`src/sv/phx_pkg.sv`:
```
`timescale 1ns / 1ps
// Package for the Philox-4x32 counter generator: round constants, word types.
// No dependencies; used by phx_round, phx_cfg and philox_counter_rng.
package phx_pkg;

    localparam int ROUND_COUNT = 10;

    localparam logic [31:0] MUL_A  = 32'hd2511f53;
    localparam logic [31:0] MUL_B  = 32'hcd9e8d57;
    localparam logic [31:0] WEYL_A = 32'h9e3779b9;
    localparam logic [31:0] WEYL_B = 32'hbb67ae85;

    localparam int                 PADDR_W       = 4;
    localparam logic [PADDR_W-1:0] REG_SEED_ADDR = PADDR_W'(0);

    // Four counter words of one block.
    typedef struct packed {
        logic [31:0] c3;
        logic [31:0] c2;
        logic [31:0] c1;
        logic [31:0] c0;
    } ctr_t;

    // Two key words used by one round.
    typedef struct packed {
        logic [31:0] k1;
        logic [31:0] k0;
    } key_t;

endpackage

```
`src/sv/phx_round.sv`:
```
`timescale 1ns / 1ps
// One Philox round as a pipeline stage: two 32x32 products, swap and key XOR.
// Depends on phx_pkg.
module phx_round
    import phx_pkg::*;
(
    input  logic clk,
    input  logic rst_n,
    input  logic in_valid,
    input  ctr_t in_ctr,
    input  key_t rkey,
    input  logic hold,
    output logic out_valid,
    output ctr_t out_ctr,
    output logic stall
);

    logic        valid_reg;
    logic        valid_next;
    ctr_t        ctr_reg;
    ctr_t        ctr_next;
    logic [63:0] prod_a;
    logic [63:0] prod_b;
    logic        load;

    assign prod_a = 64'(MUL_A) * 64'(in_ctr.c0);
    assign prod_b = 64'(MUL_B) * 64'(in_ctr.c2);

    always_comb
    begin
        ctr_next.c0 = prod_b[63:32] ^ in_ctr.c1 ^ rkey.k0;
        ctr_next.c1 = prod_b[31:0];
        ctr_next.c2 = prod_a[63:32] ^ in_ctr.c3 ^ rkey.k1;
        ctr_next.c3 = prod_a[31:0];
    end

    // Hold only while full and the next stage cannot take the item.
    assign stall      = valid_reg & hold;
    assign load       = ~stall;
    assign valid_next = load ? in_valid : valid_reg;

    always_ff @(posedge clk or negedge rst_n)
    begin
        if (!rst_n)
        begin
            valid_reg <= 1'b0;
        end
        else
        begin
            valid_reg <= valid_next;
        end
    end

    always_ff @(posedge clk)
    begin
        if (load && in_valid)
        begin
            ctr_reg <= ctr_next;
        end
    end

    assign out_valid = valid_reg;
    assign out_ctr   = ctr_reg;

endmodule

```
`config.mk`:
```
export PLATFORM = sky130hd
export DESIGN_NAME = phx_round
export DESIGN_NICKNAME = d
export VERILOG_FILES = /design/src/sv/phx_pkg.sv /design/src/sv/phx_round.sv
export SDC_FILE = /design/constraint.sdc
export NUM_CORES = 2
export LEC_CHECK = 0
export BUFFER_PORTS_ARGS = -buffer_cell sky130_fd_sc_hd__buf_2
export CAP_MARGIN = 30
export CORE_ASPECT_RATIO = 0.8
export CORE_MARGIN = 2
export CORE_UTILIZATION = 37
export CTS_CLUSTER_SIZE = 30
export DETAILED_ROUTE_END_ITERATION = 10
export GPL_ROUTABILITY_DRIVEN = 1
export HOLD_SLACK_MARGIN = 0.05
export PLACE_DENSITY = 0.55
export SETUP_SLACK_MARGIN = 0.5
export SLEW_MARGIN = 20
export SYNTH_ARGS = -nofsm -noshare
export SYNTH_HDL_FRONTEND = slang
export SYNTH_SLANG_ARGS = --single-unit
```
`constraint.sdc`:
```
create_clock -name clk -period 7.65 [get_ports clk]
set_clock_uncertainty 0.05 [all_clocks]
set_input_delay 1.1475 -clock clk [delete_from_list [all_inputs] [get_ports clk]]
set_output_delay 1.1475 -clock clk [all_outputs]
set_load 0.02 [all_outputs]
```
* After elaboration in Yosys (flattened, before gate mapping)
Cells that the tools add are included.
** Storage, ports and cells
- RAM bits :: 0
- Input port bits :: 196
- Logic and storage cells :: 14
- Flip-flop bits (word level) :: 129
- Memories :: 0
- Output and inout bits :: 130
- Memory bits (read-only) :: 0
- Latch bits :: 0
** Cells by class
- Order comparisons :: 0
- Eq/ne operators :: 0
- $mul :: 2
- Bitwise logic cells :: 6
- Reductions and logical operators :: 1
- Divide/modulo/power cells :: 0
- Shift-type cells :: 0
- Multiplexer cells :: 0
- Add/subtract/negate cells :: 0
** Operators with widths (count)
- $mul 32x32->64 const A :: 2
- $xor 32x32->32 :: 4
- $and 1x1->1 :: 1
- $logic_and 1x1->1 :: 1
- $not 1->1 :: 1

* Depth between registers and ports, before layout
- Depth in word-level cells :: 3
- Depth in mapped cells :: 29
- Mapped depth without buffers :: 28

* Worst setup path after synthesis
Ideal clock, no wire load.
- Path kind :: input to register
- Start :: input port in_ctr[5] (netlist bit)
- End :: register ctr_reg, in the netlist out_ctr[88] (data pin)
- Slack :: -0.269 ns
- Path buffers :: 0
- Cell stages on the path :: 26
- Data arrival time :: 7.609 ns
- Required time :: 7.340 ns
- Library setup time :: 0.260 ns
- Cells stage by stage :: inv_1 > fa_1 > inv_1 > fa_1 > fa_1 > inv_1 > fa_1 > inv_1 > fa_1 > inv_1 > fa_1 > inv_1 > fa_1 > fa_1 > ha_1 > and4_1 > a31o_2 > a21oi_1 > a211oi_4 > a41oi_4 > o21ai_2 > a221oi_2 > o31a_4 > o21ba_4 > o21ai_2 > xnor2_1
** RTL lines
- from (decl) :: line phx_round.sv:10 : input ctr_t in_ctr,
- to (signal assigned) :: line phx_round.sv:58 : ctr_reg <= ctr_next;
- to (decl) :: line phx_round.sv:20 : ctr_t ctr_reg;

==> results.sh <==
export IMPL_gp_congestion=1.00
export IMPL_post_route_period_util_pct=98.1
export IMPL_status="finished clean"
export IMPL_post_drt_wl_per_cell_microns=21.3
export IMPL_ys_types=74
export IMPL_die_h_microns=302
export IMPL_hold_viol_final=0
export IMPL_synth_xor_area_share_pct=5.36
export IMPL_clock_sinks=129
export IMPL_drv_slew=0
export IMPL_async_flop_share_pct=0.775
export IMPL_cp_end_kind="flip-flop"
export IMPL_cts_tree="yes"
export IMPL_synth_fa_ha_area_share_pct=63.6
export IMPL_dpl_hpwl_mm=125
export IMPL_grt_pass1_wl_mm=207
export IMPL_ys_warn_count=0
export IMPL_yosys_top_cells_area="fa_1, ha_1, inv_1, edfxtp_1, xnor2_1"
export IMPL_crit_path_frequent_cell="fa_1"
export IMPL_fin_area_sq_um=53500
export IMPL_layout_commonest_cell="inv_1"
export IMPL_synth_area_per_cell_sq_um=10.4
export IMPL_insertion_delay_ns=0.51
export IMPL_cp_max_fo=6
export IMPL_drtPass1Iterations=6
export IMPL_fmax_mhz=133
export IMPL_grt_use_total_pct=24.9
export IMPL_final_min_clock_period_ns=7.51
export IMPL_port_buffers=325
export IMPL_cts_hold_buf=0
export IMPL_synth_simple_area_share_pct=3.42
export IMPL_synth_nets=5771
export IMPL_maxCapViolations=0
export IMPL_critPathArrivalTime_ns=7.73
export IMPL_rsz0062_at_grt="true"
export IMPL_critPathLaunchType="primary input"
export IMPL_syn_inst=3966
export IMPL_slowest_delay_ns=0.55
export IMPL_min_path_type="primary input to asynchronous set/reset pin"
export IMPL_synth_seq_cells=129
export IMPL_drive_above_1_share_pct=30.3
export IMPL_dpl_instance_area_sq_um=50400
export IMPL_tightest_slew_ns=0.935
export IMPL_dieArea_sq_um=114000
export IMPL_layout_common_cells="inv_1, fa_1, ha_1, buf_4, buf_2"
export IMPL_seq_area_frac_synth_pct=9.40
export IMPL_final_antenna_net_count=0
export IMPL_num_rows=109
export IMPL_grt_pass1_vias=32700
export IMPL_clockRootBuffer="clkbuf_16"
export IMPL_finalNetCount=6870
export IMPL_setup_viol=0
export IMPL_num_vias=30900
export IMPL_slowest_stage="fa_1"
export IMPL_place_inst=6407
export IMPL_synth_edf_count=128
export IMPL_postRouteWirelength_mm=139
export IMPL_grt_max_degree=129
export IMPL_numCtsBuffers=17
export IMPL_synth_largest_area_cell="fa_1"
export IMPL_critical_path_required_ns=7.87
export IMPL_start_util_pct=37.3
export IMPL_io_pins=326
export IMPL_cts_buffer_depth=2
export IMPL_placeableCoreArea_sq_um=110000
export IMPL_synthToLayoutAreaGrowth_pct=30.1
export IMPL_criticalPathCategory="primary input to flip-flop"
export IMPL_viasPerCell=4.73
export IMPL_drc_errors=0
export IMPL_instances_no_fill=6523
export IMPL_path_clk_slew_ns=0.08
export IMPL_fp_dieW_microns=377
export IMPL_synth_compound_area_share_pct=6.50
export IMPL_synth_top_area_share_pct=39.2
export IMPL_synth_area_sq_um=41100
export IMPL_ys_flop_type="edfxtp_1"
export IMPL_drtIter0Drc=1758
export IMPL_muxShareOfSynthArea_pct=0.0487
export IMPL_maxSlewHeadroom_pct=37.2
export IMPL_synth_top_family_by_area="adder cells"
export IMPL_grt_antenna_before_repair=4
export IMPL_cts_max_level=4
export IMPL_grt_overflow=0
==> kinds of logic (layout without fill, tap and decap cells) <==
| kind of cell | after synthesis | count (layout) |
|---|---|---|
| XOR/XNOR | 252 | 252 |
| AO/OA/AOI/OAI | 408 | 408 |
| adder cells (fa/ha/maj) | 1609 | 1609 |
| other | 0 | 2 |
| multiplexers | 2 | 2 |
| AND/OR/NAND/NOR | 291 | 291 |
| flip-flops | 129 | 129 |
| buffers and inverters | 1275 | 2387 |
==> synthesized netlist by cell type (3+ instances only) <==
library cell / n
inv_1: 1237
fa_1: 805
ha_1: 804
xnor2_1: 204
a21oi_1: 146
edfxtp_1: 128
nand2_1: 91
o21ai_0: 73
nor2_1: 65
a21o_1: 64
xor2_1: 48
clkbuf_1: 32
nand3_1: 26
nand4_1: 24
o21bai_1: 23
and3_1: 17
a31oi_1: 14
nor3_1: 13
or2_2: 12
a211oi_1: 11
nand2b_1: 11
nor2b_1: 9
o21a_1: 7
and2_1: 6
o21ai_2: 6
a221oi_1: 5
a31o_2: 5
buf_2: 5
o31ai_1: 5
and4_1: 4
o2111ai_1: 4
a221o_1: 3
a41oi_1: 3
o211ai_1: 3
o21ai_1: 3
==> flip-flops by register name, indices dropped and copies added, names as in the netlist <==
name       flops
out_valid      1
out_ctr      128
==> path summary, 6_finish.rpt <==
check,end,slack [ns],start,depth (start not counted)
max in group asynchronous,out_valid,7.12,rst_n,1
min,out_valid,0.35,rst_n,1
max,out_ctr[95],0.14,in_ctr[15],26
max reg2reg,out_ctr[9],5.77,out_valid,3
min reg2reg,out_valid,0.67,out_valid,2
min in group clk,out_valid,0.67,out_valid,2
==> metrics by stage <==
stage | util, % | setup slack (ns) | setup TNS, ns | hold slack (ns)
after floorplan | - | -0.0646 | -0.0646 | 0.802
after global placement | 45.7 | -0.895 | -24.48 | 0.616
after detailed placement | 45.7 | -0.983 | -27.66 | 0.643
after CTS | 47.4 | 0.111 | 0 | 0.304
after global routing | 48.5 | -0.0567 | -0.117 | 0.313
final | 48.5 | 0.145 | 0 | 0.346
==> timing repair <==
item                       CTS  global route
gates cloned                 0             0
gates resized for setup    228           230
setup buffers               44            38
pin swaps                  172           175
setup endpoints to repair   58            66
==> metal layers <==
layer | vias to the layer above | wire [microns] | GRT usage [%]
li1 | 14500 | - | -
met1 | 15400 | 65200 | 36.8
met2 | 873 | 61100 | 38.2
met3 | 103 | 10400 | 5.06
met4 | 2 | 2280 | 4.24
met5 | - | 13 | 0
==> critical path, delay by kind of cell <==
family                   cells  cell delay [ns]
adder cells (fa/ha/maj)      9             4.36
AO/OA/AOI/OAI                6             0.89
AND/OR/NAND/NOR              4             0.69
buffers and inverters        7             0.62
==> final cells by class <==
cell class	instances	area, sq um
Fill cell	10300	56800
Multi-Input combinational cell	2562	34500
Timing Repair Buffer	1118	8070
Inverter	1237	4670
Sequential cell	129	3870
Tap cell	1443	1810
Clock buffer	17	425
Clock inverter	15	146
Antenna cell	2	5.00
Power is left out: the tool's default activity adds up to more than one toggle a clock period on the data nets, which glitch-free logic cannot reach.
