**src/sv/phx_pkg.sv**
```systemverilog
`timescale 1ns / 1ps
// Package for the Philox-4x32 counter generator: round constants, word types.
// No dependencies; used by phx_round, phx_cfg and philox_counter_rng.
package phx_pkg;

    localparam int ROUND_COUNT = 10;

    localparam logic [31:0] MUL_A  = 32'hd2511f53;
    localparam logic [31:0] MUL_B  = 32'hcd9e8d57;
    localparam logic [31:0] WEYL_A = 32'h9e3779b9;
    localparam logic [31:0] WEYL_B = 32'hbb67ae85;

    localparam int                 PADDR_W       = 4;
    localparam logic [PADDR_W-1:0] REG_SEED_ADDR = PADDR_W'(0);

    // Four counter words of one block.
    typedef struct packed {
        logic [31:0] c3;
        logic [31:0] c2;
        logic [31:0] c1;
        logic [31:0] c0;
    } ctr_t;

    // Two key words used by one round.
    typedef struct packed {
        logic [31:0] k1;
        logic [31:0] k0;
    } key_t;

endpackage

```
**src/sv/phx_cfg.sv**
```systemverilog
`timescale 1ns / 1ps
// APB register file holding the 64-bit seed key.
// Depends on phx_pkg.
module phx_cfg
    import phx_pkg::*;
(
    input  logic               clk,
    input  logic               rst_n,
    input  logic               psel,
    input  logic               penable,
    input  logic               pwrite,
    input  logic [PADDR_W-1:0] paddr,
    input  logic [63:0]        pwdata,
    output logic [63:0]        prdata,
    output logic               pready,
    output key_t               seed
);

    logic [63:0] seed_reg;
    logic [63:0] seed_next;
    logic        wr_seed;

    assign pready  = 1'b1;
    assign wr_seed = psel & penable & pwrite & (paddr == REG_SEED_ADDR);

    assign seed_next = wr_seed ? pwdata : seed_reg;

    always_ff @(posedge clk or negedge rst_n)
    begin
        if (!rst_n)
        begin
            seed_reg <= '0;
        end
        else
        begin
            seed_reg <= seed_next;
        end
    end

    // Unmapped addresses read as zero.
    assign prdata = (paddr == REG_SEED_ADDR) ? seed_reg : 64'h0;

    assign seed.k0 = seed_reg[31:0];
    assign seed.k1 = seed_reg[63:32];

endmodule

```
**config.mk**
```make
export PLATFORM = sky130hd
export DESIGN_NAME = phx_cfg
export DESIGN_NICKNAME = d
export VERILOG_FILES = /design/src/sv/phx_pkg.sv /design/src/sv/phx_cfg.sv
export SDC_FILE = /design/constraint.sdc
export NUM_CORES = 1
export LEC_CHECK = 0
export BUFFER_PORTS_ARGS = -buffer_cell sky130_fd_sc_hd__clkbuf_2
export CORE_MARGIN = 5
export CORE_UTILIZATION = 46
export CTS_BUF_LIST = sky130_fd_sc_hd__clkbuf_16
export DETAILED_ROUTE_END_ITERATION = 8
export HOLD_SLACK_MARGIN = 0.15
export PLACE_DENSITY = 0.86
export SLEW_MARGIN = 20
export SYNTH_ARGS = -nofsm -noshare
export SYNTH_HDL_FRONTEND = slang
export SYNTH_SLANG_ARGS = --single-unit
```
**constraint.sdc**
```tcl
create_clock -name clk -period 3.08 [get_ports clk]
set_input_delay 0.462 -clock clk [delete_from_list [all_inputs] [get_ports clk]]
set_output_delay 0.462 -clock clk [all_outputs]
set_load 0.005 [all_outputs]
```
# After elaboration in Yosys (flattened, before gate mapping)
# Index checks and enable logic that the tools add are counted.
[op_classes] n_bitwise=3 muxes=1 n_reduce_logical=1
[op_table] operator="2-to-1 mux 64 bit" n=1
[op_table] operator="zero test 4 bit" n=1
[op_table] operator="bitwise AND 1 bit" n=3
[word_totals] wordCells=6 output_inout_bits=129 reg_bits=64

# Logic depth before layout (Yosys ltp)
# Gate-level depths: netlist (run 1).
[depth] word_depth=3 ltp_mapped=5 ltp_nobuf=3

# Least setup slack after synthesis (run 1)
# No wires, ideal clock.
[synth_timing] kind="input-to-output" start="in paddr[1]" end="out prdata[10]" slack_ns=1.270 required_ns=2.618 path_buffers=2 path_stages=4 arrival_ns=1.348 path_cell_list="nor4_2 -> clkbuf_1 -> clkbuf_1 -> and2_1"
[synth_via] elab_chain_cells=2
[synth_rtl] item="start: declaration" line_no="phx_cfg.sv:12" text="input logic [PADDR_W-1:0] paddr,"
[synth_rtl] item="zero test 4 bit" line_no="phx_cfg.sv:41" text="assign prdata = (paddr == REG_SEED_ADDR) ? seed_reg : 64'h0;"
[synth_rtl] item="2-to-1 mux 64 bit" line_no="phx_cfg.sv:41"
[synth_rtl] item="end: declaration" line_no="phx_cfg.sv:14" text="output logic [63:0] prdata,"
# Every way passes these cells.

# Worst setup path in the final report (run 1)
[layout_timing] start="in paddr[1]" end="out prdata[63]"
# Same word-level chain as after synthesis.

==> impl_metrics.tcl, run 1 <==
set metrics [dict create \
    p_int_w 0.00191 \
    cts_hold_buf 0 \
    grt_pass1_wl_um 12500 \
    worstPathRequired_ns 2.62 \
    antenna_left 0 \
    cts_resized 0 \
    rsz0062_at_grt "no" \
    synth_top_family_by_area "multiplexers" \
    grt.total_usage_pct 18.3 \
    vias_per_cell 4.66 \
    stdcell_count 494 \
    ys_top_cells_by_area "dfrtp_1 (51%), mux2_4 (29%), and2_1 (13%)" \
    status "finished clean" \
    cp_slowest_cell "buf_4" \
    arrival_ns 1.68 \
    worst-path-stages 5 \
    multiInputGateArea_sq_um 1380 \
    cp_top_family "buffers and inverters" \
    final-setup-viol-count 0 \
    drv_cap 0 \
    path_common_cell "clkbuf_2" \
    overflow 0 \
    rows 30 \
    cts_setup_buffers 0 \
    htree_levels 3 \
    hp-class "input pin to async pin" \
    synth_compound_area_share_pct 0 \
    synth.area.mux_share_pct 30.1 \
    io-pin-count 202 \
    nFillCells 522 \
    period_needed_ns 2.15 \
    grt_pass1_vias 2480 \
    maxSlewViolCount 0 \
    wl_per_cell_um 15.7 \
    path_buf_inv 3 \
    place.gp.congestion 0.752 \
    worst_slew_pin_slew_ns 0.747 \
    rr_worst_depth 1 \
    post-route-period-util_pct 69.6 \
    netlist_area_sq_um 3140 \
    yosysSeqAreaShare_pct 51.0 \
    ir_drop_v 0.000338 \
    synthSimpleGateAreaFrac_pct 13.4 \
    drive_gt1_share_pct 68.6 \
    clkTransAtPathRegs_ns 0.05 \
    yosysWarnings 0 \
    slew_headroom_pct 50.2 \
    dieArea_sq_um 8570 \
    cts_buffer_depth 2 \
    hold_viol_final 0 \
    clkPwrFrac_pct 42.0 \
    path_cells "clkbuf_2 > nor4_4 > buf_4 > and2_1 > clkbuf_2" \
    p_sw_w 0.000559 \
    ff_latch_area_sq_um 1600 \
    antenna_found_initial 0 \
    synth_nets 283 \
    grt_start_max_net_pins 65 \
    clock_sinks 64 \
    io_buffers 200 \
    core_area_sq_um 6720 \
    insertedDiodeCount 0 \
    critPathKind "input pin to primary output" \
    end_kind "primary output" \
    synth_top_area_share_pct 51.0 \
    die_h_um 92.6 \
    p_comb_share_pct 15.8 \
    crit_fanout 64 \
    cts_tree "done" \
    tns_ns 0 \
    drt_wl_total_um 7750 \
    synthCells 210 \
    fin_nets 482 \
    dp_hpwl_um 5920 \
    yosysUniqueCellTypes 11 \
    largest_reg_flops 64 \
    power_density_nw_per_um2 557 \
    fp.dieW_um 92.6 \
    synth_seq_cells 64 \
    start_util_pct 46.7 \
    drt_iter0_drc 64 \
    vias 2302 \
    drcViolationCount 0 \
    synth_adder_area_share_pct 0 \
    dp.cells 478 \
    max_freq_mhz 466 \
    skew_ns 0 \
    p_sw_share_pct 22.6 \
    p_leak_nw 2.51 \
    syn_avg_cell_area_sq_um 14.9 \
    area_growth_pct 41.2 \
    numCtsBuffers 9 \
    insertion_delay_ns 0.31 \
    synth_xor_xnor_area_share_pct 0 \
    synth_top_area_cell "dfrtp_1" \
    max_stage_delay_ns 0.46 \
    seq_power_share_pct 42.2 \
    first_pass_iters 4 \
    clockRootBuffer "clkbuf_16" \
    startpoint_type "input pin" \
]
## cell usage in the layout (no fill, tap or decap)
cell / n
nor4_4: 1
buf_2: 1
bufinv_16: 2
dfrtp_1: 64
buf_4: 2
mux2_4: 60
and4_4: 1
conb_1: 1
clkinv_2: 3
mux2_2: 4
clkinv_1: 1
clkbuf_16: 9
clkbuf_2: 199
clkinvlp_4: 1
and2_1: 64
buf_12: 1
## cell families after synthesis
logic type             after synthesis
AND/OR/NAND/NOR                     66
multiplexers                        64
flip-flops                          64
buffers and inverters               15
other                                1
## per-stage QoR
step / power (W) / utilization [%] / setup slack, ns / hold slack, ns / area (sq um)
3_3_place_gp: 0.00143 / 61.3 / 0.989 / 0.510 / 4120
5_1_grt: 0.00259 / 66.0 / 0.810 / 0.295 / 4430
4_1_cts: 0.00250 / 66.0 / 0.932 / 0.236 / 4430
3_5_place_dp: 0.00145 / 61.3 / 0.932 / 0.511 / 4120
2_1_floorplan: 0.00122 / - / 1.27 / 0.166 / 3140
6_report: 0.00247 / 66.0 / 0.935 / 0.219 / 4430
## power groups by stage
stage	combinational [W]	clock, W	sequential (W)
2_1_floorplan	0.000176	0	0.00105
3_3_place_gp	0.000384	0	0.00105
3_5_place_dp	0.000397	0	0.00106
4_1_cts	0.000399	0.00106	0.00105
5_1_grt	0.000427	0.00110	0.00106
6_report	0.000391	0.00104	0.00104
## cell usage after synthesis
library cell,count
mux2_2,4
buf_12,6
mux2_4,60
nor4_2,1
dfrtp_1,64
buf_6,1
conb_1,1
and2_1,64
buf_4,1
clkbuf_1,7
and4_1,1
## final cells by class
type / instances / share of cell area [%]
multi-input combinational: 131 / 31.2
sequential: 64 / 36.1
clock buffer: 9 / 5.08
timing repair buffer: 203 / 23.4
tap: 80 / 2.26
clock inverter: 7 / 1.95
## per-layer routing
metal  GRT usage [%]  vias up  wire, um
li1                -     1089         -
met2            32.5       99      4210
met4            5.45        0        59
met1            21.6     1108      2920
met3            4.71        6       562
met5               0        -         0
## final timing paths
| check | startpoint | to | slack [ns] |
|---|---|---|---|
| setup / recovery | paddr[1] | prdata[63] | 0.93 |
| hold reg to reg | seed[31]$_DFFE_PN0P_ | seed[31]$_DFFE_PN0P_ | 0.53 |
| max in group asynchronous | rst_n | seed[9]$_DFFE_PN0P_ | 2.00 |
| min in group clk | pwdata[46] | seed[46]$_DFFE_PN0P_ | 0.38 |
| hold / removal | rst_n | seed[6]$_DFFE_PN0P_ | 0.22 |
| setup reg to reg | seed[42]$_DFFE_PN0P_ | seed[42]$_DFFE_PN0P_ | 2.28 |
No activity file was read; power rests on OpenSTA's default activity.
==> run 2: changes to the inputs <==
CORE_UTILIZATION = 43   (was 46)
PLACE_DENSITY = 0.81   (was 0.86)
clock period = 2.19 ns   (was 3.08 ns; I/O delays follow)
==> run 2 against run 1 <==
Combinational power grew 40%. Non-clock buffer count is 3 higher. Count of clock-buffer cells in the layout is the same. Sequential cell count unchanged. Critical path type unchanged. Critical endpoint is now prdata[47]. Largest power group unchanged. Highest routed layer unchanged.
==> impl_metrics.tcl, run 2 (same netlist as run 1, synthesis figures left out) <==
set metrics [dict create \
    min_from "pwdata[10]" \
    core_area_sq_um 7180 \
    dieArea_sq_um 9110 \
    drv_cap 0 \
    cts_tree "done" \
    cp_top_family "buffers and inverters" \
    startpoint_type "input pin" \
    power_w 0.00337 \
    crit_start "paddr[1]" \
    htree_levels 3 \
    drt_iter0_drc 72 \
    skew_ns 0 \
    post-route-period-util_pct 83.5 \
    path_cells "clkbuf_2 > nor4_4 > buf_4 > and2_1 > clkbuf_2" \
    antenna_found_initial 0 \
    clock_sinks 64 \
    die_h_um 95.4 \
    ir_drop_v 0.000408 \
    final_common_cell "clkbuf_2" \
    maxSlewViolCount 0 \
    reg2reg_slack_ns 1.40 \
    clockRootBuffer "clkbuf_16" \
    area_growth_pct 42.5 \
    final-setup-viol-count 0 \
    io_buffers 200 \
    clkTransAtPathRegs_ns 0.06 \
    rr_worst_depth 1 \
    grt_pass1_wl_um 11900 \
    antenna_left 0 \
    worstPathRequired_ns 1.86 \
    vias 2348 \
    critPathKind "input pin to primary output" \
    grt.total_usage_pct 16.8 \
    r2r-start "seed[39]$_DFFE_PN0P_" \
    final_cell_mix "clkbuf_2 (199), and2_1 (64), dfrtp_1 (64)" \
    drt_wl_total_um 7760 \
    vias_per_cell 4.55 \
    worst-path-stages 5 \
    status "finished clean" \
    ff_latch_area_sq_um 1600 \
    hp-class "input pin to register" \
    largest_reg_flops 64 \
    nFillCells 589 \
    path_buf_inv 3 \
    r2r_end "seed[39]$_DFFE_PN0P_" \
    end_kind "primary output" \
    period_needed_ns 1.83 \
    rows 31 \
    cts_resized 0 \
    cp_slowest_cell "buf_4" \
    cts_buffer_depth 2 \
    wl_per_cell_um 15.0 \
    rsz0062_at_grt "no" \
    arrival_ns 1.50 \
    drcViolationCount 0 \
    first_pass_iters 4 \
    max_freq_mhz 547 \
    max_stage_delay_ns 0.45 \
    crit_fanout 64 \
    hold_viol_final 0 \
    fp.dieW_um 95.4 \
    insertion_delay_ns 0.31 \
    grt_pass1_vias 2470 \
    holdPathStages 2 \
    place.gp.congestion 0.728 \
    multiInputGateArea_sq_um 1380 \
    fin_nets 485 \
    endpoint "prdata[47]" \
    path_common_cell "clkbuf_2" \
    tns_ns 0 \
    p_leak_nw 2.51 \
    start_util_pct 43.7 \
    power_density_nw_per_um2 754 \
    overflow 0 \
    dp_hpwl_um 5880 \
    drive_gt1_share_pct 68.6 \
    io-pin-count 202 \
    insertedDiodeCount 0 \
    numCtsBuffers 9 \
    grt_start_max_net_pins 65 \
]
[run 2: stage by stage]
stage	hold slack [ns]	cells	cell area, sq um	setup slack (ns)	utilization, %
2_1_floorplan	0.0329	210	3140	0.620	-
3_5_place_dp	0.277	499	4170	0.341	58.1
3_3_place_gp	0.269	499	4170	0.373	58.1
6_report	0.241	516	4470	0.362	62.3
5_1_grt	0.228	516	4470	0.255	62.3
4_1_cts	0.228	516	4470	0.343	62.3
[run 2: routing by layer]
metal	vias to the layer above	routed length (um)	global-route usage, %
li1	1096	-	-
met1	1139	3030	20.0
met2	107	4030	29.1
met3	6	638	4.97
met4	0	60	5.21
met5	-	0	0
[run 2: what timing repair did]
action | CTS | global route
hold buffers | 1 | 0
setup buffers | 0 | 0
hold endpoints to repair | 16 | 0
[run 2: power breakdown]
group | internal [W] | leakage [nW] | total (W) | switching (W)
clock network | 0.000869 | 0.142 | 0.00136 | 0.000493
logic | 0.000362 | 1.52 | 0.000546 | 0.000184
registers | 0.00134 | 0.850 | 0.00146 | 0.000122
total | 0.00257 | 2.51 | 0.00337 | 0.000799
[run 2: cell type report]
type | count | area share (%)
clock buffers | 9 | 5.04
well taps | 99 | 2.77
repair buffers | 206 | 24.0
clock inverters | 7 | 1.43
multi-input cells | 131 | 30.9
flip-flops and latches | 64 | 35.8
[run 2: worst min-delay path by stage]
| stage | endpoint |
|---|---|
| 2_1_floorplan | seed[0]$_DFFE_PN0P_ |
| 3_3_place_gp | seed[36]$_DFFE_PN0P_ |
| 3_5_place_dp | seed[37]$_DFFE_PN0P_ |
| 4_1_cts | seed[10]$_DFFE_PN0P_ |
| 5_1_grt | seed[10]$_DFFE_PN0P_ |
| 6_report | seed[10]$_DFFE_PN0P_ |
